===== config.mk =====
export PLATFORM = sky130hd
export DESIGN_NAME = sensor_table_running_average_unit
export DESIGN_NICKNAME = d
export VERILOG_FILES = /design/src/hdl/stra_pkg.sv /design/src/hdl/sensor_table_running_average_unit.sv
export SDC_FILE = /design/constraint.sdc
export NUM_CORES = 2
export LEC_CHECK = 0
export BUFFER_PORTS_ARGS = -buffer_cell sky130_fd_sc_hd__buf_4
export CORE_MARGIN = 1.5
export CORE_UTILIZATION = 35
export CTS_CLUSTER_SIZE = 14
export DETAILED_ROUTE_END_ITERATION = 10
export GPL_TIMING_DRIVEN = 0
export HOLD_SLACK_MARGIN = 0.1
export PLACE_DENSITY = 0.57
export SYNTH_ARGS = -nofsm -noshare
export SYNTH_HDL_FRONTEND = slang
export SYNTH_SLANG_ARGS = --single-unit

===== constraint.sdc =====
create_clock -name clk -period 19 [get_ports clk]
set_input_delay 0.95 -clock clk [delete_from_list [all_inputs] [get_ports clk]]
set_output_delay 0.95 -clock clk [all_outputs]
set_load 0.02 [all_outputs]

===== src/hdl/stra_pkg.sv =====
// package for the sensor table running average unit
// types, constants and request/status codes; no dependencies
`default_nettype none
package stra_pkg;
	localparam int MAX_SENSORS = 16;
	localparam int WINDOW = 5;
	localparam int SLOT_W = $clog2(MAX_SENSORS);
	localparam int CNT_W = $clog2(MAX_SENSORS + 1);
	localparam int FILL_W = $clog2(WINDOW + 1);
	localparam int WSTORE_DEPTH = MAX_SENSORS * WINDOW;
	localparam int WADDR_W = $clog2(WSTORE_DEPTH);
	localparam int SUM_W = 16 + $clog2(WINDOW + 1) + 1;
	// magnitude of the window sum and reciprocal for the divide by WINDOW
	localparam int ABS_W = SUM_W - 1;
	localparam int DIV_SHIFT = ABS_W + $clog2(WINDOW);
	localparam longint DIV_MUL = ((longint'(1) << DIV_SHIFT) + WINDOW - 1) / WINDOW;
	localparam int MUL_W = $clog2(DIV_MUL + 1);

	localparam logic [1:0] REQ_REGISTER = 2'd0;
	localparam logic [1:0] REQ_SAMPLE = 2'd1;
	localparam logic [1:0] REQ_QUERY = 2'd2;

	localparam logic [1:0] ST_OK = 2'd0;
	localparam logic [1:0] ST_UNKNOWN = 2'd1;
	localparam logic [1:0] ST_FULL = 2'd2;
	localparam logic [1:0] ST_DUP = 2'd3;

	localparam logic CFG_HIGH = 1'b0;
	localparam logic CFG_LOW = 1'b1;

	typedef struct packed {
		logic [1:0] req_type;
		logic [15:0] device_id;
		logic [15:0] room_id;
		logic signed [15:0] reading;
		logic [31:0] timestamp;
	} in_item_t;

	typedef struct packed {
		logic [1:0] status;
		logic [15:0] room;
		logic signed [15:0] average;
		logic average_valid;
		logic too_high;
		logic too_low;
		logic [31:0] last_time;
		logic [4:0] sensor_count;
	} out_item_t;
endpackage
`default_nettype wire


===== src/hdl/sensor_table_running_average_unit.sv =====
// sensor table with per-sensor moving average and threshold alarms; depends on stra_pkg
// steps from accept to result: sample search, decide, read, shift, multiply-divide, fetch;
//   new register search, decide, clear, fetch; query or duplicate search, decide, fetch;
//   unknown or full search, decide; one transaction at a time, a new one taken only once the
//   result is accepted, paced by the linear slot search and the window memory shift
// reset: async active low; clears slot valid bits, count, fsm, loads default limits; no clearing pass
`default_nettype none
module sensor_table_running_average_unit (
	input wire logic clk,
	input wire logic arst_n,
	input wire logic in_valid,
	output logic in_ready,
	input wire stra_pkg::in_item_t in_data,
	output logic out_valid,
	input wire logic out_ready,
	output stra_pkg::out_item_t out_data,
	input wire logic cfg_we,
	input wire logic cfg_index,
	input wire logic [15:0] cfg_wdata
);
	import stra_pkg::*;

	// fsm codes
	localparam logic [3:0] S_IDLE = 4'd0;
	localparam logic [3:0] S_SRCH = 4'd1;
	localparam logic [3:0] S_DEC = 4'd2;
	localparam logic [3:0] S_CLR = 4'd3;
	localparam logic [3:0] S_RD = 4'd4;
	localparam logic [3:0] S_SH = 4'd5;
	localparam logic [3:0] S_DIV = 4'd6;
	localparam logic [3:0] S_FIN = 4'd7;
	localparam logic [3:0] S_OUT = 4'd8;

	logic [3:0] state_q;
	in_item_t req_q;
	out_item_t res_q;
	out_item_t res_nx;
	logic signed [15:0] high_q, low_q;

	// slot table, small arrays read at the search, hit and result indices
	logic [MAX_SENSORS-1:0] used_q;
	logic [15:0] sid_q [MAX_SENSORS];
	logic [15:0] rid_q [MAX_SENSORS];
	logic [FILL_W-1:0] fill_q [MAX_SENSORS];
	logic signed [15:0] avg_q [MAX_SENSORS];
	logic [31:0] time_q [MAX_SENSORS];
	logic [CNT_W-1:0] count_q;

	// window memory, separate read and write addresses, registered read
	logic signed [15:0] wmem [WSTORE_DEPTH];
	logic signed [15:0] wrd_q;
	logic [WADDR_W-1:0] waddr;
	logic wwe;
	logic signed [15:0] wwd;

	// sequencer registers
	logic [SLOT_W-1:0] idx_q;
	logic [SLOT_W:0] scan_q;
	logic found_q, free_ok_q;
	logic [SLOT_W-1:0] hit_q, free_q;
	logic [FILL_W-1:0] k_q;
	logic rd_pend_q;
	logic signed [SUM_W-1:0] sum_q;
	logic [ABS_W-1:0] quo_q;
	logic [1:0] dcnt_q;
	logic neg_q;

	logic [ABS_W+MUL_W-1:0] prod;
	logic reg_full;
	logic div_done;
	logic [FILL_W-1:0] fill_nx;
	logic signed [15:0] avg_nx;

	assign in_ready = (state_q == S_IDLE);
	assign out_valid = (state_q == S_OUT);
	assign out_data = res_q;

	// window address: slot base plus tap
	assign waddr = WADDR_W'(int'(hit_q) * WINDOW + int'(k_q));

	// divide the window magnitude by WINDOW with a reciprocal multiply
	assign prod = (ABS_W+MUL_W)'(quo_q) * (ABS_W+MUL_W)'(DIV_MUL);
	assign div_done = (dcnt_q == 2'd2);
	assign reg_full = (count_q >= CNT_W'(MAX_SENSORS)) || !free_ok_q;

	always_comb begin
		fill_nx = (fill_q[hit_q] < FILL_W'(WINDOW)) ? fill_q[hit_q] + 1'b1 : fill_q[hit_q];
		avg_nx = neg_q ? 16'(-quo_q) : 16'(quo_q);
		if (fill_nx < FILL_W'(WINDOW)) avg_nx = '0;
	end

	// result register contents, built up over the states
	always_comb begin
		res_nx = res_q;
		unique case (state_q)
			S_DEC: begin
				res_nx = '0;
				res_nx.sensor_count = 5'(count_q);
				if (req_q.req_type == REQ_REGISTER) begin
					if (found_q) res_nx.status = ST_DUP;
					else if (reg_full) res_nx.status = ST_FULL;
				end else if (!found_q) begin
					res_nx.status = ST_UNKNOWN;
				end
			end
			S_CLR: res_nx.sensor_count = 5'(count_q);
			S_DIV: begin
				if (div_done) begin
					res_nx.too_high = avg_nx > high_q;
					res_nx.too_low = avg_nx < low_q;
				end
			end
			S_FIN: begin
				res_nx.room = rid_q[idx_q];
				res_nx.average = avg_q[idx_q];
				res_nx.average_valid = (fill_q[idx_q] >= FILL_W'(WINDOW));
				res_nx.last_time = time_q[idx_q];
			end
			default: ;
		endcase
	end

	// write strobe: clear on register, shift down on sample, newest tap last
	always_comb begin
		wwe = 1'b0;
		wwd = '0;
		if (state_q == S_CLR) begin
			wwe = 1'b1;
		end else if (state_q == S_SH && rd_pend_q) begin
			wwe = 1'b1;
			wwd = wrd_q;
		end else if (state_q == S_DIV && dcnt_q == 2'd0) begin
			wwe = 1'b1;
			wwd = req_q.reading;
		end
	end

	always_ff @(posedge clk) begin
		if (wwe) wmem[(state_q == S_SH) ? waddr - WADDR_W'(2) : waddr] <= wwd;
		if (int'(k_q) < WINDOW) wrd_q <= wmem[waddr];
	end

	// during S_SH tap k is read while tap k-1 sits in wrd_q and lands at k-2
	always_ff @(posedge clk or negedge arst_n) begin
		if (!arst_n) begin
			state_q <= S_IDLE;
			used_q <= '0;
			count_q <= '0;
			high_q <= 16'sd3200;
			low_q <= 16'sd1920;
		end else begin
			res_q <= res_nx;
			if (cfg_we) begin
				if (cfg_index == CFG_HIGH) high_q <= cfg_wdata;
				else low_q <= cfg_wdata;
			end
			unique case (state_q)
				S_IDLE: begin
					if (in_valid) begin
						req_q <= in_data;
						scan_q <= '0;
						found_q <= 1'b0;
						free_ok_q <= 1'b0;
						state_q <= S_SRCH;
					end
				end
				// one slot compared per cycle
				S_SRCH: begin
					if (scan_q == (SLOT_W+1)'(MAX_SENSORS)) begin
						state_q <= S_DEC;
					end else begin
						if (used_q[scan_q[SLOT_W-1:0]] && !found_q &&
							sid_q[scan_q[SLOT_W-1:0]] == req_q.device_id) begin
							found_q <= 1'b1;
							hit_q <= scan_q[SLOT_W-1:0];
						end
						if (!used_q[scan_q[SLOT_W-1:0]] && !free_ok_q) begin
							free_ok_q <= 1'b1;
							free_q <= scan_q[SLOT_W-1:0];
						end
						scan_q <= scan_q + 1'b1;
					end
				end
				S_DEC: begin
					k_q <= '0;
					if (req_q.req_type == REQ_REGISTER) begin
						if (found_q) begin
							idx_q <= hit_q;
							state_q <= S_FIN;
						end else if (reg_full) begin
							state_q <= S_OUT;
						end else begin
							hit_q <= free_q;
							used_q[free_q] <= 1'b1;
							sid_q[free_q] <= req_q.device_id;
							rid_q[free_q] <= req_q.room_id;
							fill_q[free_q] <= '0;
							avg_q[free_q] <= '0;
							time_q[free_q] <= '0;
							count_q <= count_q + 1'b1;
							state_q <= S_CLR;
						end
					end else if (!found_q) begin
						state_q <= S_OUT;
					end else if (req_q.req_type == REQ_SAMPLE) begin
						sum_q <= '0;
						rd_pend_q <= 1'b0;
						state_q <= S_RD;
					end else begin
						idx_q <= hit_q;
						state_q <= S_FIN;
					end
				end
				S_CLR: begin
					if (int'(k_q) == WINDOW - 1) begin
						idx_q <= hit_q;
						state_q <= S_FIN;
					end else begin
						k_q <= k_q + 1'b1;
					end
				end
				// start at tap 1; a one-tap window only takes the new reading
				S_RD: begin
					if (WINDOW == 1) begin
						sum_q <= SUM_W'(req_q.reading);
						k_q <= '0;
						dcnt_q <= '0;
						state_q <= S_DIV;
					end else begin
						k_q <= FILL_W'(1);
						state_q <= S_SH;
					end
				end
				// shift taps down by one and accumulate the new window
				S_SH: begin
					if (!rd_pend_q) begin
						rd_pend_q <= 1'b1;
						k_q <= k_q + 1'b1;
					end else if (int'(k_q) == WINDOW) begin
						sum_q <= sum_q + SUM_W'(req_q.reading) + SUM_W'(wrd_q);
						k_q <= FILL_W'(WINDOW - 1);
						dcnt_q <= '0;
						state_q <= S_DIV;
					end else begin
						sum_q <= sum_q + SUM_W'(wrd_q);
						k_q <= k_q + 1'b1;
					end
				end
				// magnitude, reciprocal multiply, then store; quotient truncates toward zero
				S_DIV: begin
					if (dcnt_q == 2'd0) begin
						neg_q <= sum_q[SUM_W-1];
						quo_q <= sum_q[SUM_W-1] ? ABS_W'(-sum_q) : ABS_W'(sum_q);
						dcnt_q <= dcnt_q + 1'b1;
					end else if (!div_done) begin
						quo_q <= ABS_W'(prod >> DIV_SHIFT);
						dcnt_q <= dcnt_q + 1'b1;
					end else begin
						fill_q[hit_q] <= fill_nx;
						avg_q[hit_q] <= avg_nx;
						time_q[hit_q] <= req_q.timestamp;
						idx_q <= hit_q;
						state_q <= S_FIN;
					end
				end
				S_FIN: begin
					state_q <= S_OUT;
				end
				S_OUT: begin
					if (out_ready) state_q <= S_IDLE;
				end
				default: state_q <= S_IDLE;
			endcase
		end
	end

	// result only after a request was taken
	a_out_after_in: assert property (@(posedge clk) disable iff (!arst_n)
		$rose(out_valid) |-> $past(state_q) == S_FIN || $past(state_q) == S_DEC)
		else $error("result without request");
	// count never exceeds table size
	a_count: assert property (@(posedge clk) disable iff (!arst_n)
		count_q <= CNT_W'(MAX_SENSORS)) else $error("count overflow");
	// count matches valid bits
	a_count_bits: assert property (@(posedge clk) disable iff (!arst_n)
		$countones(used_q) == int'(count_q)) else $error("count mismatch");
	// no intake while a result waits
	a_busy: assert property (@(posedge clk) disable iff (!arst_n)
		out_valid |-> !in_ready) else $error("ready while result pending");
endmodule
`default_nettype wire


After elaboration in Yosys (flattened, before gate mapping)
Memories as Yosys holds them, arrays and structs flattened. A register that Yosys moved wholly into a read port is not among the register bits.
Cells that the tools add are included.
Word-level totals
  bits in writable memories: 2608
  output and inout bits: 76
  word-level logic and storage cells: 256
  bits in registers: 278
  input port bits: 104
  memories kept: 6
Operators by class
  bitwise logic cells: 5
  muxes and demuxes: 108
  equal/unequal tests: 35
  reduce and logical (&&, ||, !) cells: 48
  $mul: 2
  $add $sub $neg: 12
  order comparisons: 10
Memory list
  wmem: depth 80, width 16, rd ports 1, clocked after Yosys merged registers in 1, wr ports 1, line sensor_table_running_average_unit.sv:50  | logic signed [15:0] wmem [WSTORE_DEPTH];
  time_q: depth 16, width 32, rd ports 1, clocked after Yosys merged registers in 1, wr ports 1, line sensor_table_running_average_unit.sv:46  | logic [31:0] time_q [MAX_SENSORS];
  avg_q: depth 16, width 16, rd ports 1, clocked after Yosys merged registers in 1, wr ports 1, line sensor_table_running_average_unit.sv:45  | logic signed [15:0] avg_q [MAX_SENSORS];
  rid_q: depth 16, width 16, rd ports 1, clocked after Yosys merged registers in 1, wr ports 1, line sensor_table_running_average_unit.sv:43  | logic [15:0] rid_q [MAX_SENSORS];
  sid_q: depth 16, width 16, rd ports 1, clocked after Yosys merged registers in 1, wr ports 1, line sensor_table_running_average_unit.sv:42  | logic [15:0] sid_q [MAX_SENSORS];
  fill_q: depth 16, width 3, rd ports 2, clocked after Yosys merged registers in 2, wr ports 1, line sensor_table_running_average_unit.sv:44  | logic [FILL_W-1:0] fill_q [MAX_SENSORS];
Operators by type and width (number)
  $mux W4: 33
  $mux W20: 5
  $mux W16: 6
  $pmux W33 S2: 1
  $pmux W32 S2: 1
  $add A20 B16 Y20: 3
  $mux W19: 3
  $pmux W20 S2: 1
  $mul A19 B20 Y39 const B: 1
  $pmux W4 S9: 1
  $mux W32: 1
  $reduce_or A32 Y1: 1
  $ne A2 B2 Y1 const B: 15
  $mux W1: 28
  $reduce_and A5 Y1: 4
  $neg A19 Y19: 1
  $mux W2: 9
  $eq A16 B16 Y1: 1
  $eq A4 B3 Y1 const B: 4
  $gt A16 B16 Y1: 1
  $lt A16 B16 Y1: 1
  $neg A16 Y16: 1
  $or A16 B16 Y16: 1
  $reduce_or A16 Y1: 1
  other kinds (49): 96

Longest topological paths before layout
  depth in word-level cells: 9
  depth in mapped cells: 23
  depth with buffers taken out: 23

Worst setup path after synthesis
OpenSTA, ideal clock, no wires.
  path type: input to register
  start point: in arst_n
  end point: reg res_q, in the netlist out_data[10] (enable)
  library setup time: 0.587 ns
  cell stages on the path: 2
  path slack: 12.462 ns
  arrival: 5.952 ns
  buffers on the path: 1
  required time: 18.413 ns
  cell sequence: clkbuf_1 > a21boi_0
On the way
  cells in the longest elaborated chain, start to end: 1
Ends and longest elaborated chain
  from (decl): line sensor_table_running_average_unit.sv:10  | input wire logic arst_n,
  $reduce_and A2 Y1 (no source line)
  to (signal assigned): line sensor_table_running_average_unit.sv:152  | res_q <= res_nx;
  to (decl): line sensor_table_running_average_unit.sv:36  | out_item_t res_q;
Every way passes these cells.
A chain may end at the register's enable or synchronous reset.

Worst setup path in the final report
  start point: reg quo_q[4]
  end point: reg quo_q[16], data pin
On the way
  cells in the longest elaborated chain, start to end: 3
Ends and longest elaborated chain
  from (decl): line sensor_table_running_average_unit.sv:64  | logic [ABS_W-1:0] quo_q;
  from (signal assigned): line sensor_table_running_average_unit.sv:253  | quo_q <= sum_q[SUM_W-1] ? ABS_W'(-sum_q) : ABS_W'(sum_q);
  from (signal assigned): line sensor_table_running_average_unit.sv:256  | quo_q <= ABS_W'(prod >> DIV_SHIFT);
  $mul A19 B20 Y39: line sensor_table_running_average_unit.sv:82  | assign prod = (ABS_W+MUL_W)'(quo_q) * (ABS_W+MUL_W)'(DIV_MUL);
  $mux W19: line sensor_table_running_average_unit.sv:255  | end else if (!div_done) begin
  $mux W19: line sensor_table_running_average_unit.sv:251  | if (dcnt_q == 2'd0) begin
Every way passes these cells. The select of a mux whose other input is x is not followed.

==> results_dict.tcl <==
set metrics [dict create \
    status "complete, no violations" \
    drtAntennaViolNets 0 \
    synthArstFlopShare_pct 1.96 \
    synth_area_um2 120000 \
    drc 0 \
    cp-end-kind "flop" \
    initial_core_util_pct 35.1 \
    yosysTopAreaCellShare_pct 71.0 \
    cp_cell_sequence "inv_1 -> ha_1 -> inv_1 -> fa_1 -> inv_1 -> fa_1 -> fa_1 -> fa_1 -> inv_1 -> fa_1 -> inv_1 -> ha_1 -> a21o_1 -> a221oi_1 -> o21ai_0 -> a21o_1 -> a31oi_1 -> a211oi_1 -> o31ai_1 -> a21oi_1 -> o31a_1" \
    drtIter0Drc 5529 \
    syn2layout_area_growth_pct 17.0 \
    clkSinkCount 2914 \
    hpwl_um 205000 \
    holdBufCountCts 0 \
    yosys.area.top_type "edfxtp_1" \
    arrival_ns 7.54 \
    hp-class "in -> async" \
    fp-row-count 215 \
    die_h_um 589 \
    drtPass1Iterations 6 \
    p_leak_nw 44.6 \
    ys_types 74 \
    wirelength_um 306000 \
    yosys-top-cells-count "2845 x edfxtp_1, 810 x mux4_2, 260 x inv_1, 242 x ha_1, 199 x nor2_1" \
    die_w_um 589 \
    cts_tree "done" \
    min_period_ns 6.88 \
    max_freq_mhz 145 \
    worst_path_largest_cell_delay_ns 0.61 \
    h-tree-depth 5 \
    post_cts_buffers 0 \
    synth_seq_cells 2914 \
    n_fill_cell 30147 \
    setup_viol 0 \
    cp_max_fo 6 \
    tightest_slew_ns 1.30 \
    grt.total_usage_pct 17.4 \
    globalRoute.totalOverflow 0 \
    antenna_found_initial 12 \
    io_pins 180 \
    clk_pin_slew_ns 0.06 \
    insertion_delay_ns 0.90 \
    finalHoldViolCount 0 \
    synth_nets 6305 \
    max-vdd-ir-drop_v 0.000444 \
    ys_seq_area_share_pct 72.4 \
    synth_edf_count 2845 \
    yosysWarnings 0 \
    crit_required_ns 19.65 \
    path_class "reg -> reg" \
    grt_max_degree 81 \
    grt_pass1_vias 61727 \
    slew_headroom_pct 13.3 \
    io_buffers 179 \
    die-area_um2 347000 \
    cts-resized-gates 0 \
    final_cells 11296 \
    finClkSkew_ns 0.0624 \
    via_per_inst 5.22 \
    synthTopCellsByArea "edfxtp_1 71%, mux4_2 15%, ha_1 2.5%, fa_1 2.0%, dfrtp_1 1.0%" \
    synth_ff_type "edfxtp_1" \
    gp_congestion 0.886 \
    drive_gt1_share_pct 26.5 \
    ctsLongestPathBuffers 4 \
    avgSynthCellArea_um2 20.6 \
    tns_ns 0 \
    grt_pass1_wl_um 441000 \
    dp.cells 10721 \
    cap_violations 0 \
    period_share_pct 36.2 \
    rsz0062_at_grt "no" \
    path_delay_family "adder cells" \
    p_per_area_nw_per_um2 176 \
    cpMaxStageDelayCell "a31oi_1" \
    path_buf_inv 5 \
    num_vias 59000 \
    core_region_area_um2 343000 \
    worstSetupStartpointType "flop" \
    design_power_total_mw 24.8 \
    synth_most_common_cell "edfxtp_1" \
    cts_root_buf "clkbuf_16" \
    finalNetCount 6949 \
    wl_per_cell_um 27.0 \
    cts_buffers 316 \
    synthCells 5838 \
    slew_viol_final 0 \
]
## cell usage in the layout (no fill, tap or decap), drive strengths merged, types with 32 or more instances in the layout
cell type  synthesis  routed
nor2b             93      93
xnor2             67      67
clkinv             0     125
a21oi             93      93
o21ai            128     128
mux4             816     816
mux2              46      46
nor2             200     200
buf               80     405
a21o              39      39
and2              57      57
inv              260     277
dfrtp             50      50
ha               242     242
fa               121     121
clkbuf           166     558
mux2i             32      32
nand2            170     170
edfxtp          2845    2845
xor2              42      42
## where the power goes
part           switching [mW]  total [mW]  internal, mW
combinational            6.35        11.0          4.61
sequential              0.183        7.78          7.60
clock                    2.55        6.03          3.48
## registers in the layout (all words and copies together) (netlist names), 48 cells and up, named ones only
name	cells
out_data	74
req_q	82
sid_q	256
avg_q	256
wmem	1280
rid_q	256
fill_q	48
time_q	512
## logic make-up (layout without fill, tap and decap cells)
logic type / after synthesis / count (layout) / share of synthesized area [%]
flip-flops: 2914 / 2914 / 72.4
multiplexers: 894 / 894 / 16.0
AND/OR/NAND/NOR: 661 / 661 / 2.66
buffers and inverters: 506 / 1402 / 1.62
AO/OA/AOI/OAI: 391 / 391 / 2.02
adder cells (fa/ha/maj): 363 / 363 / 4.53
XOR/XNOR: 109 / 109 / 0.793
other: 0 / 5 / 0
## per-layer routing
metal	GRT usage, %	part of all wire [%]	vias up
met5	0	0.0059	-
met4	5.26	3.1	2
met3	2.36	5.3	464
met2	30.0	50	1772
met1	22.9	41	31685
li1	-	-	25077
## worst paths after layout
kind	start	to	slack [ns]	cells after the start
max in group asynchronous	arst_n	low_q[14]$_DFFE_PN0P_	18.18	1
worst min-delay path	arst_n	used_q[10]$_DFFE_PN0P_	0.17	1
worst min register to register	scan_q[2]$_DFFE_PP_	free_q[2]$_DFFE_PP_	0.45	0
min in group clk	in_data[32]	req_q[32]$_DFFE_PP_	0.22	1
worst max register to register	quo_q[4]$_DFFE_PP_	quo_q[16]$_DFFE_PP_	12.12	21
worst max-delay path	quo_q[4]$_DFFE_PP_	quo_q[16]$_DFFE_PP_	12.12	21
## cell type report
cell class / count / area, µm² / area share, %
sequential: 2914 / 87100 / 61.9
multi-input combinational: 2418 / 31900 / 22.7
clock buffer: 391 / 8320 / 5.91
tap: 4557 / 5700 / 4.05
timing repair buffer: 326 / 4020 / 2.85
clock inverter: 179 / 1770 / 1.25
buffer: 246 / 981 / 0.697
inverter: 260 / 976 / 0.693
antenna: 5 / 12.5 / 0.00889
## through the flow
step	hold slack [ns]	setup slack [ns]	instance area (µm²)	util [%]
6_report	0.170	12.12	141000	41.1
5_1_grt	0.168	11.75	141000	41.1
4_1_cts	0.128	12.10	141000	41.1
3_5_place_dp	0.435	12.11	131000	38.1
3_3_place_gp	0.430	7.04	127000	37.2
2_1_floorplan	0.423	12.46	120000	-
Note: power is estimated with default switching activity, not from simulation.
